--- src/fcfs_schedule_metrics_assert.svh ---
`ifndef FCFS_SCHEDULE_METRICS_ASSERT_SVH
`define FCFS_SCHEDULE_METRICS_ASSERT_SVH

// Both macros expect clk and rst_n in the scope where they are used.

`define FCFS_ASSERT_NOW(lbl, ante, cons) \
    lbl: assert property (@(posedge clk) disable iff (!rst_n) (ante) |-> (cons)) \
        else $error("same-cycle check failed");

`define FCFS_ASSERT_NEXT(lbl, ante, cons) \
    lbl: assert property (@(posedge clk) disable iff (!rst_n) (ante) |=> (cons)) \
        else $error("next-cycle check failed");

`endif

--- src/fcfs_pkg.sv ---
package fcfs_pkg;

    localparam int MAX_PROCS = 16;
    localparam int TIME_BITS = 16;

    localparam int IDX_W  = $clog2(MAX_PROCS);
    localparam int CNT_W  = $clog2(MAX_PROCS + 1);
    localparam int COMP_W = TIME_BITS + $clog2(MAX_PROCS + 1);

    localparam int FLD_TIME_W = 16;
    localparam int ID_W       = 5;
    localparam int WAIT_W     = 20;
    localparam int TAT_W      = 20;
    localparam int CMPL_W     = 21;
    localparam int SUM_W      = 24;

    localparam int IN_W      = 2 * FLD_TIME_W;
    localparam int OUT_FLD_W = ID_W + 2 * FLD_TIME_W + WAIT_W + TAT_W + CMPL_W + 2 * SUM_W;
    localparam int OUT_W     = ((OUT_FLD_W + 7) / 8) * 8;
    localparam int OUT_PAD_W = OUT_W - OUT_FLD_W;

    typedef struct packed {
        logic [FLD_TIME_W-1:0] burst;
        logic [FLD_TIME_W-1:0] arrival;
    } in_data_t;

    typedef struct packed {
        logic [OUT_PAD_W-1:0]  pad;
        logic [SUM_W-1:0]      turnaround_sum;
        logic [SUM_W-1:0]      waiting_sum;
        logic [CMPL_W-1:0]     completion;
        logic [TAT_W-1:0]      turnaround;
        logic [WAIT_W-1:0]     waiting;
        logic [FLD_TIME_W-1:0] burst_out;
        logic [FLD_TIME_W-1:0] arrival_out;
        logic [ID_W-1:0]       process_id;
    } out_data_t;

    typedef struct packed {
        logic [ID_W-1:0]      id;
        logic [TIME_BITS-1:0] burst;
        logic [TIME_BITS-1:0] arrival;
    } entry_t;

    typedef struct packed {
        logic   valid;
        logic   first;
        logic   last;
        logic   ovf;
        entry_t entry;
    } emit_t;

endpackage

--- src/fcfs_ram.sv ---
module fcfs_ram #(
    parameter int WIDTH = 8,
    parameter int DEPTH = 16,
    localparam int AW = $clog2(DEPTH)
) (
    input  logic             clk,
    input  logic             we,
    input  logic [AW-1:0]    waddr,
    input  logic [WIDTH-1:0] wdata,
    input  logic             re,
    input  logic [AW-1:0]    raddr,
    output logic [WIDTH-1:0] rdata
);

    logic [WIDTH-1:0] mem [DEPTH];

    always_ff @(posedge clk)
    begin
        if (we)
        begin
            mem[waddr] <= wdata;
        end
        if (re)
        begin
            rdata <= mem[raddr];
        end
    end

endmodule

--- src/fcfs_ctrl.sv ---
module fcfs_ctrl (
    input  logic                                 clk,
    input  logic                                 rst_n,
    input  logic                                 s_tvalid,
    output logic                                 s_tready,
    input  logic [fcfs_pkg::IN_W-1:0]            s_tdata,   // arrival, burst
    input  logic                                 s_tlast,   // final_input
    output logic                                 ram_we,
    output logic [fcfs_pkg::IDX_W-1:0]           ram_waddr,
    output fcfs_pkg::entry_t                     ram_wdata,
    output logic                                 ram_re,
    output logic [fcfs_pkg::IDX_W-1:0]           ram_raddr,
    input  fcfs_pkg::entry_t                     ram_rdata,
    output fcfs_pkg::emit_t                      emit,
    input  logic                                 calc_ready
);

    typedef enum logic [2:0] {
        ST_IDLE,
        ST_GET_I,
        ST_SCAN,
        ST_WB,
        ST_EMIT_RD,
        ST_EMIT_DATA
    } state_t;

    state_t                       state_reg, state_next;
    logic [fcfs_pkg::CNT_W-1:0]   cnt_reg, cnt_next;
    logic [fcfs_pkg::CNT_W-1:0]   n_reg, n_next;
    logic [fcfs_pkg::IDX_W-1:0]   i_reg, i_next;
    logic [fcfs_pkg::IDX_W-1:0]   j_reg, j_next;
    logic                         drop_reg, drop_next;
    fcfs_pkg::entry_t             cur_reg, cur_next;

    always_comb
    begin
        fcfs_pkg::in_data_t          din;
        fcfs_pkg::entry_t            in_entry;
        logic [fcfs_pkg::CNT_W-1:0]  n_cand;
        logic                        last;

        din              = s_tdata;
        in_entry.arrival = fcfs_pkg::TIME_BITS'(din.arrival);
        in_entry.burst   = fcfs_pkg::TIME_BITS'(din.burst);
        in_entry.id      = fcfs_pkg::ID_W'(cnt_reg + fcfs_pkg::CNT_W'(1));
        n_cand           = cnt_reg;
        last             = (fcfs_pkg::CNT_W'(i_reg) + fcfs_pkg::CNT_W'(1)) == n_reg;

        state_next = state_reg;
        cnt_next   = cnt_reg;
        n_next     = n_reg;
        i_next     = i_reg;
        j_next     = j_reg;
        drop_next  = drop_reg;
        cur_next   = cur_reg;
        ram_we     = 1'b0;
        ram_waddr  = '0;
        ram_wdata  = cur_reg;
        ram_re     = 1'b0;
        ram_raddr  = '0;
        emit       = '0;
        s_tready   = (state_reg == ST_IDLE);

        unique case (state_reg)
            ST_IDLE:
            begin
                if (s_tvalid)
                begin
                    if (cnt_reg < fcfs_pkg::CNT_W'(fcfs_pkg::MAX_PROCS))
                    begin
                        ram_we    = 1'b1;
                        ram_waddr = cnt_reg[fcfs_pkg::IDX_W-1:0];
                        ram_wdata = in_entry;
                        n_cand    = cnt_reg + fcfs_pkg::CNT_W'(1);
                        cnt_next  = n_cand;
                    end
                    else
                    begin
                        drop_next = 1'b1;
                    end
                    if (s_tlast)
                    begin
                        n_next = n_cand;
                        i_next = '0;
                        if (n_cand == fcfs_pkg::CNT_W'(1))
                        begin
                            state_next = ST_EMIT_RD;
                        end
                        else
                        begin
                            ram_re     = 1'b1;
                            ram_raddr  = '0;
                            state_next = ST_GET_I;
                        end
                    end
                end
            end
            ST_GET_I:
            begin
                cur_next   = ram_rdata;
                ram_re     = 1'b1;
                ram_raddr  = i_reg + fcfs_pkg::IDX_W'(1);
                j_next     = i_reg + fcfs_pkg::IDX_W'(1);
                state_next = ST_SCAN;
            end
            ST_SCAN:
            begin
                if (ram_rdata.arrival < cur_reg.arrival)
                begin
                    ram_we    = 1'b1;
                    ram_waddr = j_reg;
                    ram_wdata = cur_reg;
                    cur_next  = ram_rdata;
                end
                if ((fcfs_pkg::CNT_W'(j_reg) + fcfs_pkg::CNT_W'(1)) == n_reg)
                begin
                    state_next = ST_WB;
                end
                else
                begin
                    ram_re    = 1'b1;
                    ram_raddr = j_reg + fcfs_pkg::IDX_W'(1);
                    j_next    = j_reg + fcfs_pkg::IDX_W'(1);
                end
            end
            ST_WB:
            begin
                ram_we    = 1'b1;
                ram_waddr = i_reg;
                ram_wdata = cur_reg;
                if ((fcfs_pkg::CNT_W'(i_reg) + fcfs_pkg::CNT_W'(2)) < n_reg)
                begin
                    ram_re     = 1'b1;
                    ram_raddr  = i_reg + fcfs_pkg::IDX_W'(1);
                    i_next     = i_reg + fcfs_pkg::IDX_W'(1);
                    state_next = ST_GET_I;
                end
                else
                begin
                    i_next     = '0;
                    state_next = ST_EMIT_RD;
                end
            end
            ST_EMIT_RD:
            begin
                ram_re     = 1'b1;
                ram_raddr  = i_reg;
                state_next = ST_EMIT_DATA;
            end
            ST_EMIT_DATA:
            begin
                emit.valid = 1'b1;
                emit.first = (i_reg == '0);
                emit.last  = last;
                emit.ovf   = drop_reg;
                emit.entry = ram_rdata;
                if (calc_ready)
                begin
                    if (last)
                    begin
                        cnt_next   = '0;
                        drop_next  = 1'b0;
                        state_next = ST_IDLE;
                    end
                    else
                    begin
                        i_next     = i_reg + fcfs_pkg::IDX_W'(1);
                        state_next = ST_EMIT_RD;
                    end
                end
            end
            default:
            begin
                state_next = ST_IDLE;
            end
        endcase
    end

    always_ff @(posedge clk or negedge rst_n)
    begin
        if (!rst_n)
        begin
            state_reg <= ST_IDLE;
            cnt_reg   <= '0;
            n_reg     <= '0;
            i_reg     <= '0;
            j_reg     <= '0;
            drop_reg  <= 1'b0;
            cur_reg   <= '0;
        end
        else
        begin
            state_reg <= state_next;
            cnt_reg   <= cnt_next;
            n_reg     <= n_next;
            i_reg     <= i_next;
            j_reg     <= j_next;
            drop_reg  <= drop_next;
            cur_reg   <= cur_next;
        end
    end

endmodule

--- src/fcfs_calc.sv ---
module fcfs_calc (
    input  logic                          clk,
    input  logic                          rst_n,
    input  fcfs_pkg::emit_t               emit,
    output logic                          ready,
    output logic                          m_tvalid,
    input  logic                          m_tready,
    output logic [fcfs_pkg::OUT_W-1:0]    m_tdata,   // process_id, arrival_out, burst_out,
                                                     // waiting, turnaround, completion,
                                                     // waiting_sum, turnaround_sum
    output logic                          m_tlast,   // final_result
    output logic                          m_tuser    // overflowed
);

    logic                            a_valid_reg;
    logic                            a_first_reg;
    logic                            a_last_reg;
    logic                            a_ovf_reg;
    logic [fcfs_pkg::ID_W-1:0]       a_id_reg;
    logic [fcfs_pkg::TIME_BITS-1:0]  a_arr_reg;
    logic [fcfs_pkg::TIME_BITS-1:0]  a_bur_reg;
    logic [fcfs_pkg::COMP_W-1:0]     a_comp_reg;
    logic [fcfs_pkg::COMP_W-1:0]     a_wait_reg;
    logic [fcfs_pkg::COMP_W-1:0]     prev_reg;

    logic                            m_valid_reg;
    fcfs_pkg::out_data_t             data_reg, data_next;
    logic                            last_reg;
    logic                            ovf_reg;
    logic [fcfs_pkg::SUM_W-1:0]      wsum_reg, wsum_next;
    logic [fcfs_pkg::SUM_W-1:0]      tsum_reg, tsum_next;

    logic                            a_move;
    logic                            a_load;
    logic [fcfs_pkg::COMP_W-1:0]     prev_eff;
    logic [fcfs_pkg::COMP_W-1:0]     arr_ext;
    logic [fcfs_pkg::COMP_W-1:0]     start_time;
    logic [fcfs_pkg::COMP_W-1:0]     comp_now;
    logic [fcfs_pkg::COMP_W-1:0]     wait_now;
    logic [fcfs_pkg::COMP_W-1:0]     tat;

    assign a_move = a_valid_reg && (!m_valid_reg || m_tready);
    assign ready  = !a_valid_reg || a_move;
    assign a_load = emit.valid && ready;

    // The schedule starts at tick zero on the first entry of a run.
    assign prev_eff   = emit.first ? '0 : prev_reg;
    assign arr_ext    = fcfs_pkg::COMP_W'(emit.entry.arrival);
    assign start_time = (arr_ext > prev_eff) ? arr_ext : prev_eff;
    assign comp_now   = start_time + fcfs_pkg::COMP_W'(emit.entry.burst);
    assign wait_now   = (prev_eff > arr_ext) ? (prev_eff - arr_ext) : '0;

    always_comb
    begin
        tat       = a_wait_reg + fcfs_pkg::COMP_W'(a_bur_reg);
        wsum_next = (a_first_reg ? '0 : wsum_reg) + fcfs_pkg::SUM_W'(a_wait_reg);
        tsum_next = (a_first_reg ? '0 : tsum_reg) + fcfs_pkg::SUM_W'(tat);

        data_next                = '0;
        data_next.process_id     = a_id_reg;
        data_next.arrival_out    = fcfs_pkg::FLD_TIME_W'(a_arr_reg);
        data_next.burst_out      = fcfs_pkg::FLD_TIME_W'(a_bur_reg);
        data_next.waiting        = fcfs_pkg::WAIT_W'(a_wait_reg);
        data_next.turnaround     = fcfs_pkg::TAT_W'(tat);
        data_next.completion     = fcfs_pkg::CMPL_W'(a_comp_reg);
        data_next.waiting_sum    = a_last_reg ? wsum_next : '0;
        data_next.turnaround_sum = a_last_reg ? tsum_next : '0;
    end

    always_ff @(posedge clk or negedge rst_n)
    begin
        if (!rst_n)
        begin
            a_valid_reg <= 1'b0;
            m_valid_reg <= 1'b0;
        end
        else
        begin
            if (a_load)
            begin
                a_valid_reg <= 1'b1;
            end
            else if (a_move)
            begin
                a_valid_reg <= 1'b0;
            end
            if (a_move)
            begin
                m_valid_reg <= 1'b1;
            end
            else if (m_tready)
            begin
                m_valid_reg <= 1'b0;
            end
        end
    end

    always_ff @(posedge clk)
    begin
        if (a_load)
        begin
            a_first_reg <= emit.first;
            a_last_reg  <= emit.last;
            a_ovf_reg   <= emit.ovf;
            a_id_reg    <= emit.entry.id;
            a_arr_reg   <= emit.entry.arrival;
            a_bur_reg   <= emit.entry.burst;
            a_comp_reg  <= comp_now;
            a_wait_reg  <= wait_now;
            prev_reg    <= comp_now;
        end
        if (a_move)
        begin
            data_reg <= data_next;
            last_reg <= a_last_reg;
            ovf_reg  <= a_ovf_reg;
            wsum_reg <= wsum_next;
            tsum_reg <= tsum_next;
        end
    end

    assign m_tvalid = m_valid_reg;
    assign m_tdata  = data_reg;
    assign m_tlast  = last_reg;
    assign m_tuser  = ovf_reg;

endmodule

--- src/fcfs_schedule_metrics.sv ---
// Channel   Beat contents (tdata from bit 0 up)                               Side bits
// s_*       arrival[15:0], burst[31:16]                                       tlast = final_input
// m_*       process_id, arrival_out, burst_out, waiting, turnaround,          tlast = final_result
//           completion, waiting_sum, turnaround_sum (146 bits, 152 wide)      tuser = overflowed
//
// Loading accepts one beat per cycle while s_tready is high; the entry store has one read and one write port.
// After the final beat, an exchange sort orders the held entries by arrival time,
// reading them through the single read port of the entry store.
// Emission then reads each result in ST_EMIT_RD and hands it on in ST_EMIT_DATA, holding while m_tready is low.
// rst_n clears control state asynchronously; no store clearing is needed after reset.
// s_tready is low from the final beat until the metrics stage takes the last result.
`include "fcfs_schedule_metrics_assert.svh"

module fcfs_schedule_metrics (
    input  logic                          clk,
    input  logic                          rst_n,
    input  logic                          s_tvalid,
    output logic                          s_tready,
    input  logic [fcfs_pkg::IN_W-1:0]     s_tdata,   // arrival, burst
    input  logic                          s_tlast,   // final_input
    output logic                          m_tvalid,
    input  logic                          m_tready,
    output logic [fcfs_pkg::OUT_W-1:0]    m_tdata,   // process_id, arrival_out, burst_out,
                                                     // waiting, turnaround, completion,
                                                     // waiting_sum, turnaround_sum
    output logic                          m_tlast,   // final_result
    output logic                          m_tuser    // overflowed
);

    logic                            ram_we;
    logic [fcfs_pkg::IDX_W-1:0]      ram_waddr;
    fcfs_pkg::entry_t                ram_wdata;
    logic                            ram_re;
    logic [fcfs_pkg::IDX_W-1:0]      ram_raddr;
    fcfs_pkg::entry_t                ram_rdata;
    fcfs_pkg::emit_t                 emit;
    logic                            calc_ready;
    fcfs_pkg::out_data_t             mon;

    fcfs_ram #(
        .WIDTH ($bits(fcfs_pkg::entry_t)),
        .DEPTH (fcfs_pkg::MAX_PROCS)
    ) u_ram (
        .clk   (clk),
        .we    (ram_we),
        .waddr (ram_waddr),
        .wdata (ram_wdata),
        .re    (ram_re),
        .raddr (ram_raddr),
        .rdata (ram_rdata)
    );

    fcfs_ctrl u_ctrl (
        .clk        (clk),
        .rst_n      (rst_n),
        .s_tvalid   (s_tvalid),
        .s_tready   (s_tready),
        .s_tdata    (s_tdata),
        .s_tlast    (s_tlast),
        .ram_we     (ram_we),
        .ram_waddr  (ram_waddr),
        .ram_wdata  (ram_wdata),
        .ram_re     (ram_re),
        .ram_raddr  (ram_raddr),
        .ram_rdata  (ram_rdata),
        .emit       (emit),
        .calc_ready (calc_ready)
    );

    fcfs_calc u_calc (
        .clk      (clk),
        .rst_n    (rst_n),
        .emit     (emit),
        .ready    (calc_ready),
        .m_tvalid (m_tvalid),
        .m_tready (m_tready),
        .m_tdata  (m_tdata),
        .m_tlast  (m_tlast),
        .m_tuser  (m_tuser)
    );

    assign mon = m_tdata;

    `FCFS_ASSERT_NOW(a_busy_while_emitting, emit.valid, !s_tready)
    `FCFS_ASSERT_NEXT(a_final_beat_blocks_input, s_tvalid && s_tready && s_tlast, !s_tready)
    `FCFS_ASSERT_NOW(a_turnaround_split, m_tvalid,
        mon.turnaround == (mon.waiting + mon.burst_out))

endmodule

--- config.mk ---
export PLATFORM = sky130hd
export DESIGN_NAME = fcfs_schedule_metrics
export DESIGN_NICKNAME = d
export VERILOG_FILES = /design/src/fcfs_pkg.sv /design/src/fcfs_ram.sv /design/src/fcfs_ctrl.sv /design/src/fcfs_calc.sv /design/src/fcfs_schedule_metrics.sv
export VERILOG_INCLUDE_DIRS = /design/src /design/src/src
export SDC_FILE = /design/constraint.sdc
export NUM_CORES = 1
export LEC_CHECK = 0
export ABC_AREA = 0
export BUFFER_PORTS_ARGS = -buffer_cell sky130_fd_sc_hd__buf_4
export CAP_MARGIN = 20
export CORE_ASPECT_RATIO = 1.1
export CORE_MARGIN = 8
export CORE_UTILIZATION = 53
export DETAILED_ROUTE_END_ITERATION = 6
export GPL_TIMING_DRIVEN = 0
export PLACE_DENSITY_LB_ADDON = 0.05
export SLEW_MARGIN = 20
export SYNTH_ARGS = -nofsm -noshare
export SYNTH_HDL_FRONTEND = slang
export SYNTH_SLANG_ARGS = --single-unit
--- constraint.sdc ---
create_clock -name clk -period 9.1 [get_ports clk]
set_clock_uncertainty 0.15 [all_clocks]
set_input_delay 1.365 -clock clk [delete_from_list [all_inputs] [get_ports clk]]
set_output_delay 1.365 -clock clk [all_outputs]
set_load 0.02 [all_outputs]
==> results.toml, run 1 <==
[cells_and_area]
nFillCells = 5920
multiInputGateArea_um2 = 12700
area_growth_pct = 16.3
top_register = "u_ram.mem"
seq_area_um2 = 28800
finalNetCount = 3355
final_layout_size_suffix_gt1_share_pct = 19.2
largest_reg_flops = 592

[clock_network]
insertion_delay_ns = 0.67
tritoncts.num_buffers = 96
cts_tree = "done"
cts.sinks = 968
htree_levels = 3
clockBufferDepth = 3
clk_pin_slew_ns = 0.06
cts_root_buffer = "clkbuf_16"

[setup_path]
timing.critical_path.mode_cell = "o21ai_0"
regToRegSetupSlack_ns = 0.57
crit_required_ns = 9.36
start_kind = "register"
reg2reg_to = "u_calc.a_comp_reg[20]$_DFFE_PP_"
crit_path_max_fanout = 10
crit_path_max_incr_delay_ns = 0.53
rr_startpoint = "u_ctrl.state_reg[1]$_DFFE_PN0P_"
critPathArrivalTime_ns = 8.79
critPathCaptureType = "register"
r2r_cells = 27
worst_setup_path_type = "register to register"
critical_path.slowest_cell = "a2111oi_1"

[worst_hold_path]
min-delay-start = "u_calc.a_id_reg[2]$_SDFFCE_PP0P_"
min_to = "u_calc.m_tdata[2]$_DFFE_PP_"
hold_path_depth = 0
min-delay-path-class = "register to register"

[yosys]
synth-edff-count = 907
synth-simple-area-share_pct = 7.52
yosysWarningCount = 0
post_synthesis_instance_area_um2 = 42200
xor_xnor_portion_of_the_synthesized_cell_area_pct = 1.94
synth_ff_type = "edfxtp_1"
post_synth_num_cell_types = 82
flops_latches_synth = 968
synth-adder-area-share_pct = 3.68
synth-compound-area-share_pct = 9.03
largest_family_of_logic_cells_by_synthesized_area = "compound AO/OA/AOI/OAI gates"
postSynth.asyncResetShare_pct = 6.30
ys_seq_area_share_pct = 68.2
yosys-mux-area-fraction_pct = 7.53
synth.avg_cell_area_um2 = 14.7
netlist_instances = 2875

[floorplanning]
floorplan.io_pins = 193
die_footprint_um2 = 88900
core_area_um2 = 78900
floorplan.die.height_um = 312
dieWidth_um = 285
initial_core_util_pct = 53.5
num_rows = 108

[place]
post-place-ws_ns = 0.245
gpl.final_weighted_congestion = 0.908
hpwlAfterDp_um = 77200
placement.io_buffers = 186

[routing]
remaining_antenna_violation_count_after_routing = 0
drt-initial-drc-count = 1992
detail_route.drc_violations = 3
wl_um = 107000
via_count = 25183
wl_per_cell_um = 24.7
drt-vias-per-instance = 5.82
drt_first_pass_iters = 7

[timing]
period_needed_ns = 8.53
period_share_pct = 93.7
rsz_0062_raised_after_global_routing = "no"
hold_viol = 0
fmax_mhz = 117
setup_viol = 0
timing.max_slew.rel_slack_pct = 25.1
worst-slew-pin-transition_ns = 1.12
final.setup.tns_ns = 0
layout_setup_ws_ns = 0.572
hold-worst-slack_ns = 0.260
slew_violations = 0

[global_route]
global_route.overflow_total = 0
number_of_antenna_violations_at_the_first_check_in_global_routing = 2
grt_first_pass_wirelength_um = 158000
grtUsageTotal_pct = 23.4
grt_start_max_net_pins = 62
grt_pass1_vias = 25727

[pwr]
power.density_nw_per_um2 = 293
p_leak_nw = 17.5
power.ir.vdd_worst_mv = 0.202

[outcome]
run_status = "finished, violations left"
failed_checks = "design-rule violations"

[job]
max_cap_viol_count = 0
==> routing by layer <==
metal	GRT usage (%)	vias up	part of all wire, %
li1	-	11636	-
met1	28.6	12519	40
met2	41.2	803	51
met3	3.43	225	5.8
met4	9.74	0	4.0
met5	0	-	0
==> worst max-delay path: cells and delay by family (launching register included) <==
kind | cells | cell delay (ns)
DFF | 1 | 0.44
and+or+nand+nor | 10 | 2.54
xor gates and xnor gates | 1 | 0.15
adders and majority gates | 3 | 0.96
AOI/OAI and AO/OA | 10 | 3.32
buffers and inverters | 3 | 0.68
==> layout make-up <==
type	instances	share of cell area [%]
Sequential cell	968	58.6
Multi-Input combinational cell	1714	25.9
Clock buffer	130	5.36
Timing Repair Buffer	219	4.29
Tap cell	1045	2.66
Clock inverter	47	1.32
Buffer	122	1.26
Inverter	76	0.581
Antenna cell	3	0.0153
==> where the power goes <==
part,switching [mW],total [mW],leakage [nW],internal [mW]
Sequential,0.240,6.08,8.87,5.84
Combinational,2.65,4.22,7.08,1.57
Clock,1.69,4.07,1.58,2.38
==> repair_timing <==
action / in CTS / in global routing
gates resized for setup: 0 / 4
setup endpoints to repair: 0 / 3
setup buffers: 0 / 0
hold buffers: 0 / 0
==> cells in the mapped netlist (7+ instances only) <==
| library cell | number | area [µm²] |
|---|---|---|
| ha_1 | 116 | 1450 |
| nor2_1 | 116 | 435 |
| mux2i_1 | 150 | 1500 |
| nor2b_1 | 67 | 419 |
| inv_1 | 76 | 285 |
| o221ai_2 | 13 | 195 |
| a21o_1 | 22 | 165 |
| and3_1 | 32 | 200 |
| buf_4 | 9 | 67.6 |
| nand2b_1 | 30 | 188 |
| xnor2_1 | 67 | 587 |
| o31ai_1 | 11 | 82.6 |
| buf_2 | 40 | 200 |
| o21ai_1 | 13 | 65.1 |
| a311oi_1 | 30 | 263 |
| o21a_1 | 18 | 135 |
| edfxtp_1 | 907 | 27200 |
| xor2_1 | 24 | 210 |
| mux2_2 | 143 | 1610 |
| buf_6 | 10 | 113 |
| and2_1 | 67 | 419 |
| a31oi_1 | 8 | 50.1 |
| nor3_1 | 19 | 95.1 |
| o221ai_1 | 25 | 219 |
| or3_1 | 8 | 50.1 |
| a22oi_1 | 38 | 285 |
| a21boi_0 | 8 | 60.1 |
| a211oi_1 | 18 | 135 |
| a32oi_1 | 38 | 333 |
| nand4_1 | 12 | 75.1 |
| a311oi_2 | 7 | 105 |
| nand2_1 | 262 | 983 |
| o21bai_1 | 17 | 128 |
| dfrtp_1 | 61 | 1530 |
| nand3_1 | 21 | 105 |
| a21oi_1 | 76 | 380 |
| o21ai_0 | 138 | 691 |
| clkbuf_1 | 61 | 229 |
==> cell families (layout without fill, tap and decap cells) <==
logic type | after synthesis | in the layout
simple gates | 661 | 661
mux | 299 | 299
buf+inv | 198 | 594
compound gates | 535 | 535
xor+xnor | 92 | 92
fa+ha+maj | 121 | 121
other cells | 1 | 9
flops | 968 | 968
==> cell usage in the layout (no fill, tap or decap), drive strengths merged, types with 17 or more instances in the layout <==
| master | Yosys | layout |
|---|---|---|
| o21bai | 17 | 17 |
| a21oi | 77 | 77 |
| o21a | 18 | 18 |
| dfrtp | 61 | 61 |
| mux2i | 150 | 150 |
| xnor2 | 67 | 67 |
| mux2 | 149 | 149 |
| clkbuf | 62 | 192 |
| a21o | 22 | 22 |
| nand2b | 31 | 31 |
| nand3 | 21 | 21 |
| a311oi | 37 | 37 |
| o221ai | 39 | 39 |
| clkinv | 0 | 27 |
| and3 | 32 | 32 |
| nor2b | 67 | 67 |
| o21ai | 151 | 151 |
| and2 | 68 | 68 |
| xor2 | 24 | 24 |
| edfxtp | 907 | 907 |
| a22oi | 38 | 38 |
| inv | 76 | 79 |
| ha | 116 | 116 |
| buf | 60 | 279 |
| nor2 | 117 | 117 |
| nand2 | 264 | 264 |
| a211oi | 19 | 19 |
| a32oi | 38 | 38 |
| nor3 | 20 | 20 |
==> worst max path at each step <==
stage                                                from                               to  slack (ns)
after floorplan                                  m_tready      u_calc.m_tdata[0]$_DFFE_PP_        2.44
after global placement    u_ctrl.state_reg[1]$_DFFE_PN0P_  u_calc.a_comp_reg[20]$_DFFE_PP_        0.37
after detailed placement  u_ctrl.state_reg[1]$_DFFE_PN0P_  u_calc.a_comp_reg[20]$_DFFE_PP_        0.25
after CTS                 u_ctrl.state_reg[1]$_DFFE_PN0P_  u_calc.a_comp_reg[20]$_DFFE_PP_        0.17
after global routing      u_ctrl.state_reg[1]$_DFFE_PN0P_  u_calc.a_comp_reg[18]$_DFFE_PP_        0.03
final                     u_ctrl.state_reg[1]$_DFFE_PN0P_  u_calc.a_comp_reg[20]$_DFFE_PP_        0.57
==> through the flow <==
stage | utilization (%) | total power [mW] | std cells | area, µm²
after floorplan | - | 8.85 | 2880 | 42200
final | 62.2 | 14.4 | 4324 | 49100
after detailed placement | 58.0 | 10.4 | 4144 | 45800
after global placement | 56.9 | 10.2 | 4111 | 44900
after CTS | 62.2 | 14.4 | 4321 | 49100
after global routing | 62.2 | 14.9 | 4321 | 49100
Note: power is estimated with default switching activity, not from simulation.
==> inputs of run 2 (changes only) <==
--- a/config.mk
+++ b/config.mk
@@ -15,7 +15,7 @@
 export DETAILED_ROUTE_END_ITERATION = 6
 export GPL_TIMING_DRIVEN = 0
 export PLACE_DENSITY_LB_ADDON = 0.05
-export SLEW_MARGIN = 20
+export RECOVER_POWER = 25
 export SYNTH_ARGS = -nofsm -noshare
 export SYNTH_HDL_FRONTEND = slang
 export SYNTH_SLANG_ARGS = --single-unit
==> run 2 against run 1 <==
- the flow finishes with violations (max-capacitance violations, max-slew violations)
- non-clock buffer count rose by 11
- flip-flop and latch count stayed put
- sequential power about the same
- via count grew 0.62%
- clock-buffer cell count up 4
- die area stayed put
- wire length grew 0.35%
- hold slack worse by 0.0018 ns
- maximum frequency decreased by 0.68%
- worst setup slack got worse by 0.059 ns
- critical path type unchanged
==> results.toml, run 2 (same netlist as run 1, synthesis figures left out) <==
[timing]
hold_viol = 0
period_share_pct = 94.4
setup_viol = 0
rsz_0062_raised_after_global_routing = "no"
slew_violations = 255
period_needed_ns = 8.59
hold-worst-slack_ns = 0.258
fmax_mhz = 116
final.setup.tns_ns = 0
worst-slew-pin-transition_ns = 3.90
timing.max_slew.rel_slack_pct = -160

[worst_hold_path]
min-delay-path-class = "register to register"

[cells_and_area]
most-common-layout-cells = "edfxtp_1, nand2_1, clkbuf_1"
largest_reg_flops = 592
finalNetCount = 3368
num_antenna_cells = 0
layout.cells.most_common = "edfxtp_1"
stdcell_area_um2 = 48500
area_growth_pct = 14.9
top_register = "u_ram.mem"
final_layout_size_suffix_gt1_share_pct = 16.4

[pwr]
power.ir.vdd_worst_mv = 0.190
power.density_nw_per_um2 = 294
p_leak_nw = 17.1

[setup_path]
critPathCaptureType = "register"
crit_path_start = "u_ctrl.state_reg[1]$_DFFE_PN0P_"
worst_setup_path_type = "register to register"
regToRegSetupSlack_ns = 0.51
cp_num_buf_inv = 3
timing.critical_path.to = "u_calc.a_comp_reg[20]$_DFFE_PP_"
reg2reg_to = "u_calc.a_comp_reg[20]$_DFFE_PP_"
crit_path_max_incr_delay_ns = 0.51
r2r_cells = 27
timing.critical_path.mode_cell = "o21ai_0"
crit_required_ns = 9.35
critical_path.slowest_cell = "a2111oi_1"
top_delay_family_on_crit_path = "compound AO/OA/AOI/OAI gates"
timing.critical_path.depth = 27
start_kind = "register"
critPathArrivalTime_ns = 8.83
crit_path_max_fanout = 10
rr_startpoint = "u_ctrl.state_reg[1]$_DFFE_PN0P_"

[routing]
drt-vias-per-instance = 5.84
wl_um = 107000
detail_route.drc_violations = 0
drt-initial-drc-count = 2050
via_count = 25338
remaining_antenna_violation_count_after_routing = 0
drt_first_pass_iters = 5
wl_per_cell_um = 24.7

[clock_network]
htree_levels = 3
cts_tree = "done"
clockBufferDepth = 3
cts_root_buffer = "clkbuf_16"
clk_pin_slew_ns = 0.07
tritoncts.num_buffers = 98
cts.sinks = 968
post-cts-setup-buffer-count = 0
insertion_delay_ns = 0.66

[floorplanning]
die_footprint_um2 = 88900
num_rows = 108
dieWidth_um = 285
floorplan.io_pins = 193
initial_core_util_pct = 53.5
core_area_um2 = 78900
floorplan.die.height_um = 312

[outcome]
failed_checks = "max-capacitance violations, max-slew violations"
run_status = "finished, violations left"

[place]
hpwlAfterDp_um = 77000
gpl.final_weighted_congestion = 0.908
placement.io_buffers = 186
place_area_um2 = 45800

[global_route]
number_of_antenna_violations_at_the_first_check_in_global_routing = 4
grt_start_max_net_pins = 73
grt_pass1_vias = 25886
grtUsageTotal_pct = 23.5
global_route.overflow_total = 0
grt_first_pass_wirelength_um = 159000

[job]
max_cap_viol_count = 5
-- run 2: worst min-delay path by stage --
| stage | startpoint | end | slack (ns) | cells after the start |
|---|---|---|---|---|
| after floorplan | u_calc.a_id_reg[0]$_SDFFCE_PP0P_ | u_calc.m_tdata[0]$_DFFE_PP_ | 0.25 | 0 |
| after global routing | u_calc.a_id_reg[4]$_SDFFCE_PP0P_ | u_calc.m_tdata[4]$_DFFE_PP_ | 0.27 | 0 |
| after CTS | u_calc.a_id_reg[4]$_SDFFCE_PP0P_ | u_calc.m_tdata[4]$_DFFE_PP_ | 0.26 | 0 |
| after global placement | u_calc.a_arr_reg[7]$_DFFE_PP_ | u_calc.m_tdata[12]$_DFFE_PP_ | 0.25 | 0 |
| after detailed placement | u_calc.a_id_reg[4]$_SDFFCE_PP0P_ | u_calc.m_tdata[4]$_DFFE_PP_ | 0.25 | 0 |
| final | u_calc.a_id_reg[4]$_SDFFCE_PP0P_ | u_calc.m_tdata[4]$_DFFE_PP_ | 0.26 | 0 |
-- run 2: metal layers --
| metal | wire length [µm] | global-route usage [%] | up-vias |
|---|---|---|---|
| met5 | 13 | 0 | - |
| met4 | 4400 | 10.2 | 2 |
| met3 | 6290 | 3.54 | 240 |
| met2 | 54100 | 41.2 | 864 |
| met1 | 42200 | 28.6 | 12579 |
| li1 | - | - | 11653 |
-- run 2: report_power, final --
group | switching, mW | internal (mW) | leakage (nW)
clock network | 1.68 | 2.25 | 1.57
registers | 0.245 | 5.84 | 8.87
logic | 2.64 | 1.59 | 6.71
total | 4.57 | 9.68 | 17.1
-- run 2: worst register-to-register path, cell delays in order (launching register included) --
cell,delay (ns)
dfrtp_1,0.44
nor2b_2,0.32
and2_0,0.35
nand3_1,0.46
clkbuf_1,0.33
and2_1,0.22
ha_1,0.34
a21o_1,0.22
or3_1,0.30
o21ai_0,0.42
a31oi_1,0.23
a31oi_1,0.43
o21ai_0,0.41
nand2b_1,0.36
clkbuf_1,0.31
o21ai_0,0.22
ha_1,0.20
inv_1,0.06
fa_1,0.42
nand2b_1,0.21
a2111oi_1,0.52
nor2_1,0.15
a211oi_1,0.38
a41oi_1,0.23
a21oi_1,0.34
nand3_1,0.15
xor2_1,0.15
nor2_1,0.06
-- run 2: per-stage QoR --
stage	std cells	util [%]	power [mW]	worst slack, ns
global route	4338	61.4	14.8	0.0203
detailed placement	4153	58.0	10.4	0.239
CTS	4336	62.0	14.3	0.183
floorplan	2880	-	8.85	2.44
global placement	4111	56.9	10.2	0.372
finish	4338	61.4	14.2	0.513
-- run 2: layout make-up --
cell class	instances	area (µm²)
multi-input cells	1714	12600
clock buffers	134	2800
plain buffers	122	619
fillers	6022	30400
repair buffers	230	1680
inverters	76	285
clock inverters	49	379
flip-flops and latches	968	28800
well taps	1045	1310
-- run 2: what timing repair did --
item / CTS / global route
gates resized for setup: 0 / 4
hold buffers: 0 / 0
endpoints found under the setup margin: 0 / 3
